`config.mk`:
```
export PLATFORM = sky130hd
export DESIGN_NAME = psu_front
export DESIGN_NICKNAME = d
export VERILOG_FILES = /design/src/design/psu_pkg.sv /design/src/design/psu_front.sv
export SDC_FILE = /design/constraint.sdc
export NUM_CORES = 1
export LEC_CHECK = 0
export BUFFER_PORTS_ARGS = -buffer_cell sky130_fd_sc_hd__buf_2
export CAP_MARGIN = 5
export CORE_MARGIN = 2
export CORE_UTILIZATION = 40
export DETAILED_ROUTE_END_ITERATION = 7
export GPL_TIMING_DRIVEN = 0
export SETUP_SLACK_MARGIN = 0.02
export SLEW_MARGIN = 30
export SYNTH_ARGS = -nofsm -noshare
export SYNTH_HDL_FRONTEND = slang
export SYNTH_SLANG_ARGS = --single-unit
export TNS_END_PERCENT = 100
```
`constraint.sdc`:
```
create_clock -name clk -period 10.3 [get_ports clk]
set_clock_uncertainty 0.1 [all_clocks]
set_input_delay 2.06 -clock clk [delete_from_list [all_inputs] [get_ports clk]]
set_output_delay 2.06 -clock clk [all_outputs]
set_load 0.02 [all_outputs]
```
`src/design/psu_pkg.sv`:
```
// Shared constants, types and the Paeth predictor for the PNG scanline unfilter.
package psu_pkg;

  localparam int MAX_LINE_BYTES  = 8192;
  localparam int MAX_PIXEL_BYTES = 8;
  localparam int COL_W           = $clog2(MAX_LINE_BYTES);
  localparam int WIN_IDX_W       = $clog2(MAX_PIXEL_BYTES);
  localparam int QUEUE_DEPTH     = 4;
  localparam int QPTR_W          = $clog2(QUEUE_DEPTH);
  localparam int QCNT_W          = $clog2(QUEUE_DEPTH + 1);

  localparam logic [1:0] REG_PIXEL_BYTES = 2'd0;
  localparam logic [1:0] REG_LINE_BYTES  = 2'd1;
  localparam logic [1:0] REG_IMAGE_ROWS  = 2'd2;

  typedef enum logic [2:0] {
    FILT_NONE  = 3'd0,
    FILT_SUB   = 3'd1,
    FILT_UP    = 3'd2,
    FILT_AVG   = 3'd3,
    FILT_PAETH = 3'd4,
    FILT_BAD   = 3'd5
  } filt_t;

  typedef struct packed {
    logic [7:0]       data;
    logic [COL_W-1:0] col;
    filt_t            filt;
    logic             first_row;
    logic             row_end;
    logic             image_end;
  } work_item_t;

  typedef struct packed {
    logic [7:0] pixel;
    logic       row_end;
    logic       image_end;
    logic       bad;
  } result_t;

  function automatic logic [7:0] paeth_pick(input logic [7:0] a, input logic [7:0] b,
                                            input logic [7:0] c);
    logic signed [9:0] dbc;
    logic signed [9:0] dac;
    logic signed [9:0] dsum;
    logic [9:0]        pa;
    logic [9:0]        pb;
    logic [9:0]        pc;
    dbc  = $signed({2'b00, b}) - $signed({2'b00, c});
    dac  = $signed({2'b00, a}) - $signed({2'b00, c});
    dsum = dbc + dac;
    pa   = dbc[9]  ? 10'(-dbc)  : 10'(dbc);
    pb   = dac[9]  ? 10'(-dac)  : 10'(dac);
    pc   = dsum[9] ? 10'(-dsum) : 10'(dsum);
    if (pa <= pb && pa <= pc) begin
      paeth_pick = a;
    end else if (pb <= pc) begin
      paeth_pick = b;
    end else begin
      paeth_pick = c;
    end
  endfunction

endpackage

```
`src/design/psu_front.sv`:
```
// Front end: takes input bytes, tracks row and column, tags samples for the back end.
module psu_front import psu_pkg::*; (
  input  logic        clk,
  input  logic        rst,
  input  logic        push,
  input  logic [7:0]  data_byte,
  output logic        full,
  input  logic [13:0] line_bytes,
  input  logic [15:0] image_rows,
  output logic        q_push,
  output work_item_t  q_item,
  input  logic        q_full
);

  logic             awaiting;
  filt_t            filt;
  logic [COL_W-1:0] col;
  logic [15:0]      row_num;

  logic        in_fire;
  logic [13:0] lb_eff;
  logic [15:0] rows_eff;
  logic [13:0] col_inc;
  logic [16:0] row_inc;
  logic        row_end;
  logic        image_end;

  assign full    = q_full;
  assign in_fire = push && !q_full;

  always_comb begin
    if (line_bytes == 14'd0) begin
      lb_eff = 14'd1;
    end else if (line_bytes > 14'(MAX_LINE_BYTES)) begin
      lb_eff = 14'(MAX_LINE_BYTES);
    end else begin
      lb_eff = line_bytes;
    end
    rows_eff  = (image_rows == 16'd0) ? 16'd1 : image_rows;
    col_inc   = {1'b0, col} + 14'd1;
    row_inc   = {1'b0, row_num} + 17'd1;
    row_end   = col_inc >= lb_eff;
    image_end = row_end && (row_inc >= {1'b0, rows_eff});
  end

  assign q_push           = in_fire && !awaiting;
  assign q_item.data      = data_byte;
  assign q_item.col       = col;
  assign q_item.filt      = filt;
  assign q_item.first_row = (row_num == 16'd0);
  assign q_item.row_end   = row_end;
  assign q_item.image_end = image_end;

  always_ff @(posedge clk) begin
    if (rst) begin
      awaiting <= 1'b1;
      filt     <= FILT_NONE;
      col      <= '0;
      row_num  <= '0;
    end else if (in_fire) begin
      if (awaiting) begin
        filt     <= (data_byte > 8'd4) ? FILT_BAD : filt_t'(data_byte[2:0]);
        col      <= '0;
        awaiting <= 1'b0;
      end else if (row_end) begin
        awaiting <= 1'b1;
        col      <= '0;
        row_num  <= image_end ? 16'd0 : row_inc[15:0];
      end else begin
        col <= col_inc[COL_W-1:0];
      end
    end
  end

endmodule

```
After elaboration in Yosys (flattened, before gate mapping) --
Cells that the tools add are included.
Operators by class: mux-type cells 9, $add $sub $neg 2, reduce and logical (&&, ||, !) cells 10, bitwise logic cells 1, order comparisons 4
Operators with widths (count):
- zero test 16 bit | 2
- 2-to-1 mux 16 bit | 2
- 2-to-1 mux 14 bit | 2
- 2-to-1 mux 13 bit | 2
- adder 16 x 1 -> 17 bit, second input constant | 1
- greater-or-equal comparator 17 x 16 -> 1 bit | 1
- adder 13 x 1 -> 14 bit, second input constant | 1
- greater-or-equal comparator 14 bit | 1
- > comparator 14 bit, second input constant | 1
- zero test 14 bit | 1
- > comparator 8 x 3 -> 1 bit, second input constant | 1
- logical AND 1 bit | 3
- 2-to-1 mux 3 bit | 1
- AND reduction 3 bit | 1
- zero test 1 bit | 2
- 2-to-1 mux 1 bit | 2
- AND reduction 2 bit | 1
- NOT 1 bit | 1
Word-level totals: input port bits 42, flip-flop bits (word level) 33

Logic depth before layout (Yosys ltp) --
word-level depth 6, gate-level depth with buffers 14, mapped depth without buffers 13

Least setup slack after synthesis --
OpenSTA, ideal clock, no wires.
path type input-to-output, start point input port line_bytes[0], end point output port q_item[1] (netlist name), slack 4.227 ns, arrival time 3.913 ns, path buffers 2, cell stages on the path 12, data required time 8.140 ns, path through nor4_1 nand4_1 nand2_1 nand2_1 ha_1 a211oi_1 o21ai_0 a21oi_1 a21o_1 buf_2 inv_1 buf_4
On the way: longest elaborated chain between the ends 4
Ends and longest elaborated chain:
- start, declared | RTL line psu_front.sv:8 | input logic [13:0] line_bytes,
- > comparator 14 bit | RTL line psu_front.sv:34 | end else if (line_bytes > 14'(MAX_LINE_BYTES)) begin
- 2-to-1 mux 14 bit | RTL line psu_front.sv:34
- 2-to-1 mux 14 bit * | RTL line psu_front.sv:32 | if (line_bytes == 14'd0) begin
- greater-or-equal comparator 14 bit * | RTL line psu_front.sv:42 | row_end = col_inc >= lb_eff;
- end, declared | RTL line psu_front.sv:11 | output work_item_t q_item,
Mark *: on every way between the ends. The rest lies on a longest branch, timed or not.

Worst setup path after layout --
start point input port line_bytes[6], end point output port q_item[1] (netlist name)
The elaborated chain is that of the path after synthesis.

==> results.json <==
{
  "synth_area_um2": 2990,
  "drv_cap": 0,
  "numPortBuffers": 70,
  "cts_sinks": 33,
  "start_kind": "primary input",
  "ff2ff_path_depth": 13,
  "routed-wl-met2_um": 3780,
  "area_growth_pct": 19.0,
  "clk-insertion-delay-late_ps": 290,
  "clkTransAtPathRegs_ps": 60,
  "grt_first_pass_wirelength_um": 13800,
  "seq_area_frac_synth_pct": 22.1,
  "synth_common_cells": "nand2_1, dfxtp_1, ha_1, inv_1, nor2_1",
  "cts_made_buffers": 5,
  "routed.top_layer": "met4",
  "max_freq_mhz": 150,
  "wl_um": 8050,
  "drc_errors": 0,
  "timing.final.crit_share_pct": 64.9,
  "synth_warnings": 0,
  "synth.avg_cell_area_um2": 7.76,
  "grt_pass1_vias": 3023,
  "post-place-ws_ps": 3560,
  "yosysMostFrequentCell": "nand2_1",
  "die-area_um2": 8170,
  "min_period_ps": 6690,
  "vias_per_cell": 5.42,
  "crit_fanout": 10,
  "dpl_cell_area_um2": 3470,
  "drv_slew": 0,
  "critical_path_arrival_ps": 4530,
  "synthTopCellsByArea": "dfxtp_1, ha_1, nand2_1",
  "vias": 3043,
  "clk_path_buf_depth": 2,
  "power.total_mw": 0.322,
  "tightestPinTransition_ps": 726,
  "drive_above_1_share_pct": 22.9,
  "met1_length_um": 3770,
  "dp_cells": 554,
  "hpwl_um": 6370,
  "synth_top_cell_area_share_pct": 22.1,
  "power_density_nw_per_um2": 90.7,
  "layout_setup_ws_ps": 3610,
  "cts_tree": "yes",
  "die_h_um": 90.4,
  "grt-ovfl-total": 0,
  "diodes": 0,
  "wl_per_cell_um": 14.3,
  "grt_start_max_net_pins": 11,
  "wl_met3_um": 363,
  "cts_setup_buffers": 0,
  "nNetsFinal": 537,
  "peakVddDrop_mv": 0.0421,
  "setup-violations-final": 0,
  "post_cts_resized": 0,
  "ctsHoldBuffers": 0,
  "ys_async_sr_fraction_pct": 0,
  "initial_core_util_pct": 41.2,
  "final_core_util_pct": 49.0,
  "core_area_um2": 7250,
  "final_cells": 561,
  "netlist_instances": 385,
  "power.leakage_nw": 1.72,
  "worstSetupEndpointType": "output pin",
  "worstPathRequired_ps": 8140,
  "synth_ff_type": "dfxtp_1",
  "hold_slack_ps": 346,
  "tns_ps": 0,
  "rsz0062_at_grt": "no",
  "rows": 31,
  "hold_depth": 2,
  "hold_viol_final": 0,
  "min_path_type": "reg -> reg",
  "final_area_um2": 3550,
  "syn_nets": 460,
  "htree_levels": 2,
  "synth-seq-cells": 33,
  "grt.total_usage_pct": 20.3,
  "synth_edf_count": 0,
  "place_congestion": 0.824,
  "ioPinCount": 71,
  "ant_nets": 0,
  "relSlewSlack_pct": 51.5,
  "n_fill_cell": 752,
  "die_x_um": 90.4,
  "first_pass_iters": 4,
  "root_buffer": "clkbuf_8",
  "worstSetupPathType": "in -> out",
  "synth.largest_area_cell": "dfxtp_1",
  "initialDrtViolationCount": 116,
  "antenna_found_initial": 0,
  "synth.distinct_cells": 50,
  "status": "completed"
}
## worst max-delay path: stages
cell	delay [ps]
buf_2	100
nor4_1	300
nand4_1	170
nand2_1	120
nand2_1	70
ha_1	280
a211oi_1	220
o21ai_0	140
a21oi_1	210
a21o_1	140
buf_2	230
inv_1	180
buf_4	160
buf_2	140
## cells in the final DEF (no fill, tap or decap), types with 4 or more instances in the layout
cell type / n
a211oi_1: 8
a21o_1: 7
a21oi_1: 14
a221o_1: 6
a31o_2: 4
a32o_1: 6
and2_1: 6
and3_1: 7
and4_1: 4
buf_2: 77
buf_4: 11
clkbuf_1: 13
clkbuf_8: 6
dfxtp_1: 33
ha_1: 33
inv_1: 26
nand2_1: 42
nand2b_1: 8
nand3_1: 18
nand4_1: 6
nor2_1: 25
nor3_1: 14
nor4_1: 11
o21ai_0: 6
o32ai_1: 5
or3_1: 6
xnor2_1: 15
xor2_1: 9
## layout make-up
| class | count | area [µm²] | share of cell area, % |
|---|---|---|---|
| inverter | 27 | 101 | 2.85 |
| sequential | 33 | 661 | 18.6 |
| multi-input combinational | 294 | 2060 | 57.9 |
| tap | 99 | 124 | 3.49 |
| buffer | 31 | 174 | 4.89 |
| timing repair buffer | 70 | 350 | 9.86 |
| clock buffer | 7 | 86.3 | 2.43 |
## final timing paths
check | from | end | slack, ps
worst max-delay path | line_bytes[6] | q_item[1] | 3610
worst min register to register | awaiting | awaiting | 350
worst min-delay path | awaiting | awaiting | 350
worst max register to register | row_num[0] | row_num[13] | 6310
## per-layer routing
metal,GRT usage (%),up-vias
met5,0,-
li1,-,1544
met1,26.4,1403
met2,35.1,86
met3,2.42,10
met4,6.54,0
## flip-flops by register name, indices dropped and copies added, names as in the netlist
name / count
row_num: 16
col: 13
filt: 3
awaiting: 1
## cells by family after synthesis
logic type / after synthesis / synth area share [%]
flip-flops: 33 / 22.1
buffers and inverters: 58 / 9.22
AND/OR/NAND/NOR: 160 / 27.8
XOR/XNOR: 24 / 7.04
adder cells (fa/ha/maj): 33 / 13.8
AO/OA/AOI/OAI: 77 / 20.0
## power by group
part           switching, mW  total, mW  internal (mW)
Sequential           0.00249      0.135          0.133
Clock                 0.0500      0.103         0.0531
Combinational         0.0481     0.0840         0.0359
Note: power is estimated with default switching activity, not from simulation.
