### src/design/psu_pkg.sv
// Shared constants, types and the Paeth predictor for the PNG scanline unfilter.
package psu_pkg;

  localparam int MAX_LINE_BYTES  = 8192;
  localparam int MAX_PIXEL_BYTES = 8;
  localparam int COL_W           = $clog2(MAX_LINE_BYTES);
  localparam int WIN_IDX_W       = $clog2(MAX_PIXEL_BYTES);
  localparam int QUEUE_DEPTH     = 4;
  localparam int QPTR_W          = $clog2(QUEUE_DEPTH);
  localparam int QCNT_W          = $clog2(QUEUE_DEPTH + 1);

  localparam logic [1:0] REG_PIXEL_BYTES = 2'd0;
  localparam logic [1:0] REG_LINE_BYTES  = 2'd1;
  localparam logic [1:0] REG_IMAGE_ROWS  = 2'd2;

  typedef enum logic [2:0] {
    FILT_NONE  = 3'd0,
    FILT_SUB   = 3'd1,
    FILT_UP    = 3'd2,
    FILT_AVG   = 3'd3,
    FILT_PAETH = 3'd4,
    FILT_BAD   = 3'd5
  } filt_t;

  typedef struct packed {
    logic [7:0]       data;
    logic [COL_W-1:0] col;
    filt_t            filt;
    logic             first_row;
    logic             row_end;
    logic             image_end;
  } work_item_t;

  typedef struct packed {
    logic [7:0] pixel;
    logic       row_end;
    logic       image_end;
    logic       bad;
  } result_t;

  function automatic logic [7:0] paeth_pick(input logic [7:0] a, input logic [7:0] b,
                                            input logic [7:0] c);
    logic signed [9:0] dbc;
    logic signed [9:0] dac;
    logic signed [9:0] dsum;
    logic [9:0]        pa;
    logic [9:0]        pb;
    logic [9:0]        pc;
    dbc  = $signed({2'b00, b}) - $signed({2'b00, c});
    dac  = $signed({2'b00, a}) - $signed({2'b00, c});
    dsum = dbc + dac;
    pa   = dbc[9]  ? 10'(-dbc)  : 10'(dbc);
    pb   = dac[9]  ? 10'(-dac)  : 10'(dac);
    pc   = dsum[9] ? 10'(-dsum) : 10'(dsum);
    if (pa <= pb && pa <= pc) begin
      paeth_pick = a;
    end else if (pb <= pc) begin
      paeth_pick = b;
    end else begin
      paeth_pick = c;
    end
  endfunction

endpackage

### src/design/psu_work_queue.sv
// Short queue of tagged samples between front and back end.
module psu_work_queue import psu_pkg::*; (
  input  logic       clk,
  input  logic       rst,
  input  logic       push,
  input  work_item_t item_in,
  output logic       full,
  input  logic       pop,
  output work_item_t head,
  output logic       empty
);

  work_item_t        store [QUEUE_DEPTH];
  logic [QPTR_W-1:0] wptr;
  logic [QPTR_W-1:0] rptr;
  logic [QCNT_W-1:0] count;

  logic push_ok;
  logic pop_ok;

  assign full    = (count == QCNT_W'(QUEUE_DEPTH));
  assign empty   = (count == '0);
  assign push_ok = push && !full;
  assign pop_ok  = pop && !empty;
  assign head    = store[rptr];

  always_ff @(posedge clk) begin
    if (rst) begin
      wptr  <= '0;
      rptr  <= '0;
      count <= '0;
    end else begin
      if (push_ok) begin
        wptr <= wptr + 1'b1;
      end
      if (pop_ok) begin
        rptr <= rptr + 1'b1;
      end
      if (push_ok && !pop_ok) begin
        count <= count + 1'b1;
      end else if (pop_ok && !push_ok) begin
        count <= count - 1'b1;
      end
    end
  end

  always_ff @(posedge clk) begin
    if (push_ok) begin
      store[wptr] <= item_in;
    end
  end

  a_count_bound: assert property (@(posedge clk) disable iff (rst)
    count <= QCNT_W'(QUEUE_DEPTH))
    else $error("work queue count beyond depth");

  a_count_up: assert property (@(posedge clk) disable iff (rst)
    push_ok && !pop_ok |=> count == $past(count) + 1'b1)
    else $error("work queue count did not follow a lone push");

endmodule

### config.mk
export PLATFORM = sky130hd
export DESIGN_NAME = psu_work_queue
export DESIGN_NICKNAME = d
export VERILOG_FILES = /design/src/design/psu_pkg.sv /design/src/design/psu_work_queue.sv
export SDC_FILE = /design/constraint.sdc
export NUM_CORES = 1
export LEC_CHECK = 0
export BUFFER_PORTS_ARGS = -buffer_cell sky130_fd_sc_hd__buf_2
export CORE_UTILIZATION = 55
export DETAILED_ROUTE_END_ITERATION = 6
export PLACE_DENSITY_LB_ADDON = 0.2
export SLEW_MARGIN = 20
export SYNTH_ARGS = -nofsm -noshare
export SYNTH_HDL_FRONTEND = slang
export SYNTH_SLANG_ARGS = --single-unit
### constraint.sdc
create_clock -name clk -period 2.7 [get_ports clk]
set_clock_uncertainty 0.15 [all_clocks]
set_input_delay 0.135 -clock clk [delete_from_list [all_inputs] [get_ports clk]]
set_output_delay 0.135 -clock clk [all_outputs]
set_load 0.02 [all_outputs]
# --- Word-level counts from Yosys, hierarchy flattened ---
# Memory sizes are Yosys's and may differ from the RTL's. A register that Yosys moved wholly into a read port is not among the register bits.
# Cells that the tools add are included.
classes:
  n_addsub: 4
  n_eq_ne: 1
  muxes: 6
  reduce_logical: 10
ops:
  columns: ["operator", "count"]
  rows:
  - ["3-bit 2-to-1 mux", 2]
  - ["2-bit by 1-bit adder with 2-bit output, second input constant", 2]
  - ["1-bit logical AND", 4]
  - ["1-bit zero test", 4]
  - ["2-bit 2-to-1 mux", 2]
  - ["3-bit by 1-bit adder with 3-bit output, second input constant", 1]
  - ["3-bit == test, second input constant", 1]
  - ["3-bit zero test", 1]
  - ["3-bit by 1-bit subtractor with 3-bit output, second input constant", 1]
  - ["1-bit 2-to-1 mux", 2]
  - ["2-bit nonzero test", 1]
totals:
  regBits: 7
  ramBits: 108
  in_bits: 31
  elab_cells: 25
  mem_count: 1
mem_list:
  columns: ["memory", "depth", "width", "rd", "rd_clocked_by_memory_dff", "wr", "line_no", "rtl"]
  rows:
  - ["store", 4, 27, 1, 1, 1, "psu_work_queue.sv:13", "work_item_t store [QUEUE_DEPTH];"]

# --- Depth between registers and ports, before layout ---
logic_depth:
  depth_word: 7
  mapped_depth: 8

# --- Worst setup path after synthesis ---
# No wires, ideal clock.
synth_path:
  kind: "reg2reg"
  from: "register count[0]"
  to: "register count[2]"
  arrival_time_ns: 1.944
  t_required_ns: 2.480
  setup_slack_ns: 0.536
  stages_incl_launch_ff: 9
  n_path_buf: 0
  synth_period_minus_slack_ns: 2.164
  path_cell_list: "dfxtp_1 nor3b_2 nor2_2 ha_1 inv_1 fa_1 xor2_1 or3_1 a21oi_1"
synth_between:
  elab_chain_cells: 6
synth_lines:
  columns: ["element", "line_no", "rtl"]
  rows:
  - ["from (decl)", "psu_work_queue.sv:16", "logic [QCNT_W-1:0] count;"]
  - ["from (signal assigned)", "psu_work_queue.sv:40", "count <= count + 1'b1;"]
  - ["from (signal assigned)", "psu_work_queue.sv:42", "count <= count - 1'b1;"]
  - ["3-bit == test (*)", "psu_work_queue.sv:21", "assign full = (count == QCNT_W'(QUEUE_DEPTH));"]
  - ["named net full", "psu_work_queue.sv:7", "output logic full,"]
  - ["1-bit zero test (*)", "psu_work_queue.sv:23", "assign push_ok = push && !full;"]
  - ["1-bit logical AND (*)", "psu_work_queue.sv:23", null]
  - ["named net push_ok", "psu_work_queue.sv:18", "logic push_ok;"]
  - ["1-bit zero test", "psu_work_queue.sv:41", "end else if (pop_ok && !push_ok) begin"]
  - ["1-bit logical AND", "psu_work_queue.sv:41", null]
  - ["2-bit nonzero test (no line)", null, null]
# The timed path passes the listed nets; every way through them passes the cells marked *. The select of a mux whose other input is x is not followed.
# A chain may end at the register's enable or synchronous reset.

# --- Worst setup path after layout ---
layout_path:
  from: "register count[0]"
  to: "register count[2]"
layout_between:
  elab_chain_cells: 6
layout_lines:
  columns: ["element", "line_no"]
  rows:
  - ["3-bit == test (*)", "psu_work_queue.sv:21"]
  - ["1-bit zero test (*)", "psu_work_queue.sv:23"]
  - ["1-bit logical AND (*)", "psu_work_queue.sv:23"]
  - ["named net push_ok", "psu_work_queue.sv:18"]
  - ["1-bit zero test", "psu_work_queue.sv:41"]
  - ["1-bit logical AND", "psu_work_queue.sv:41"]
  - ["2-bit nonzero test (no line)", null]
# Marks and branches as above.

==> results.yml <==
run_status:
  outcome: "completed"
sta:
  slew-limit-headroom_pct: 72.3
  fmax_mhz: 441
  hold_viol: 0
  fin_crit_ns: 2.27
  worstMarginPinSlew_ns: 0.416
  rsz0062_at_grt: "false"
  drv_slew: 0
  min_period_over_period_pct: 84.0
  setup_tns_ns: 0
  setup_viol: 0
final_layout:
  multiInputGateArea_um2: 880
  insertedDiodeCount: 0
  seq_area_um2: 3420
  drive_above_1_share_pct: 41.7
  area_delta_synth_final_pct: 29.8
  fin_area_um2: 5700
  n_fill_cell: 450
  final_nets: 338
clocking:
  htree_levels: 4
  clock_path_buffers: 2
  cts_hold_buf: 30
  cts_tree: "yes"
  clockRootBuffer: "clkbuf_8"
  clock_latency_ns: 0.50
  post_cts_resized: 0
  path_clk_slew_ns: 0.06
  cts_setup_buffers: 0
  cts_buffers: 17
  cts.sink_count: 117
setup_path:
  cp-end-kind: "register"
  cp_cell_sequence: "nor3b_2 -> nor2_2 -> ha_1 -> inv_1 -> fa_1 -> xor2_1 -> or3_1 -> a21oi_1"
  crit_fanout: 6
  critical_path.top_delay_family: "simple AND/OR/NAND/NOR gates"
  critPathSlowestCell: "dfxtp_1"
  critPathBufInv: 1
  start_kind: "register"
  critPathArrivalTime_ns: 2.55
  crit_path_max_incr_delay_ns: 0.49
  required_ns: 2.98
  worst-setup-path-type: "reg -> reg"
grt:
  grtUsageTotal_pct: 20.0
  antenna_found_initial: 0
  grt_pass1_vias: 2332
  grt_max_degree: 28
  grt_first_pass_wirelength_um: 11800
  overflow: 0
yosys:
  ys_ff_latch: 117
  yosys_warnings: 0
  synth.largest_area_cell: "edfxtp_1"
  yosysSeqAreaShare_pct: 78.0
  synthCells: 189
  synth_cell_types: 23
  netlist_area_um2: 4390
  syn-num-nets: 226
  yosys-top-cells-area: "edfxtp_1 (74%), mux4_2 (14%), dfxtp_1 (4.1%), ha_1 (1.4%), buf_12 (0.91%)"
  synth_area_per_cell_um2: 23.2
  synth_top_area_share_pct: 73.9
placement:
  port_buffers: 59
  place_congestion: 0.647
  placed_area_um2: 4820
  dp_hpwl_um: 4290
power:
  internal-power_mw: 4.09
  swShare_pct: 27.9
  net-switching-power_mw: 1.58
  powerDensity_nw_per_um2: 996
  seqPwrFrac_pct: 40.0
  ir_worst_vdd_uv: 667
  p_clk_share_pct: 36.9
  p_leak_nw: 2.03
  p_comb_share_pct: 23.1
floorplan:
  std_cell_rows: 32
  dieArea_um2: 8340
  ios: 60
  core-area_um2: 7730
  initial_utilization_pct: 56.8
  die_h_um: 91.3
  die_x_um: 91.3
detailed_routing:
  vias: 2196
  drt-pass1-iter-count: 4
  drtIter0Drc: 168
  wire_per_inst_um: 18.0
  wl_um: 7490
  ant_nets: 0
  vias_per_cell: 5.28
  drc: 0
hold_path:
  hp-class: "in -> reg"
flow_run:
  drv_cap: 0
stage by stage:
stage / setup WS [ns] / power, mW / utilization [%] / cells / hold slack, ns
floorplan: 0.536 / 3.26 / - / 189 / 0.0839
global placement: 0.478 / 3.57 / 62.4 / 354 / 0.199
detailed placement: 0.410 / 3.58 / 62.4 / 354 / 0.203
CTS: 0.418 / 5.72 / 73.7 / 416 / 0.209
global route: 0.234 / 5.90 / 73.7 / 416 / 0.220
finish: 0.431 / 5.67 / 73.7 / 416 / 0.237
state kept, by name, indices dropped and copies added (netlist names), named ones only:
name and count:
count 3, wptr 2, rptr 2, store 108
final cells by class:
class | count | area share [%]
inverter | 4 | 0.264
clock buffer | 17 | 7.27
tap | 102 | 2.24
multi-input combinational | 61 | 15.4
timing repair buffer | 100 | 11.9
clock inverter | 15 | 2.75
sequential | 117 | 60.1
worst paths after layout:
check | from | to | slack [ns] | cells after the start
worst max-delay path | count[0] | count[2] | 0.43 | 8
worst min-delay path | item_in[22] | store[3][22] | 0.24 | 2
worst max register to register | count[0] | count[2] | 0.43 | 8
worst min register to register | wptr[1] | wptr[1] | 0.38 | 2
cell usage in the layout (no fill, tap or decap):
cell and n:
dlygate4sd3_1 30, nor3b_2 1, mux2i_1 2, clkinvlp_4 3, nor2_2 1, inv_6 2, clkinv_1 2, dfxtp_1 8
clkinv_2 1, o311ai_1 1, clkbuf_16 16, dfxtp_2 1, a21oi_1 2, o21ai_0 2, or3_1 2, nor2_1 5
clkbuf_8 1, ha_1 5, and2_1 4, edfxtp_1 108, buf_4 11, bufinv_16 2, o31ai_2 1, inv_1 4
buf_2 59, clkinv_4 5, mux4_2 27, fa_1 1, xor2_1 4, nand2b_1 2, nor3_1 1
synthesized netlist by cell type:
| cell | count |
|---|---|
| nor3_1 | 1 |
| clkbuf_1 | 1 |
| mux2i_1 | 2 |
| o311ai_1 | 1 |
| edfxtp_1 | 108 |
| nor3b_2 | 1 |
| mux4_2 | 27 |
| inv_1 | 4 |
| o21ai_0 | 2 |
| buf_12 | 2 |
| nor2_1 | 5 |
| fa_1 | 1 |
| nand2b_1 | 2 |
| or3_1 | 2 |
| a21oi_1 | 2 |
| xor2_1 | 4 |
| and2_1 | 4 |
| ha_1 | 5 |
| buf_2 | 3 |
| dfxtp_1 | 9 |
| o31ai_2 | 1 |
| buf_6 | 1 |
| nor2_2 | 1 |
power groups by stage:
stage / Clock, mW / Combinational [mW] / Sequential (mW)
floorplan: 0 / 0.981 / 2.28
global placement: 0 / 1.28 / 2.29
detailed placement: 0 / 1.28 / 2.30
CTS: 2.13 / 1.33 / 2.27
global route: 2.21 / 1.41 / 2.28
finish: 2.09 / 1.31 / 2.27
logic make-up (layout without fill, tap and decap cells):
family | after synthesis | in the layout | share of synthesized area, %
AO/OA/AOI/OAI | 6 | 6 | 0.941
XOR/XNOR | 4 | 4 | 0.798
adder cells (fa/ha/maj) | 6 | 6 | 1.88
buffers and inverters | 11 | 136 | 1.94
flip-flops | 117 | 117 | 78.0
multiplexers | 29 | 29 | 14.3
AND/OR/NAND/NOR | 16 | 16 | 2.11
routing by layer:
metal	vias up	part of all wire (%)	track usage (%)
met5	-	0	0
met4	0	1.0	7.54
met3	8	3.9	6.78
met2	56	52	32.5
met1	1126	43	25.3
li1	1006	-	-
Power figures use the tool's default switching activity.
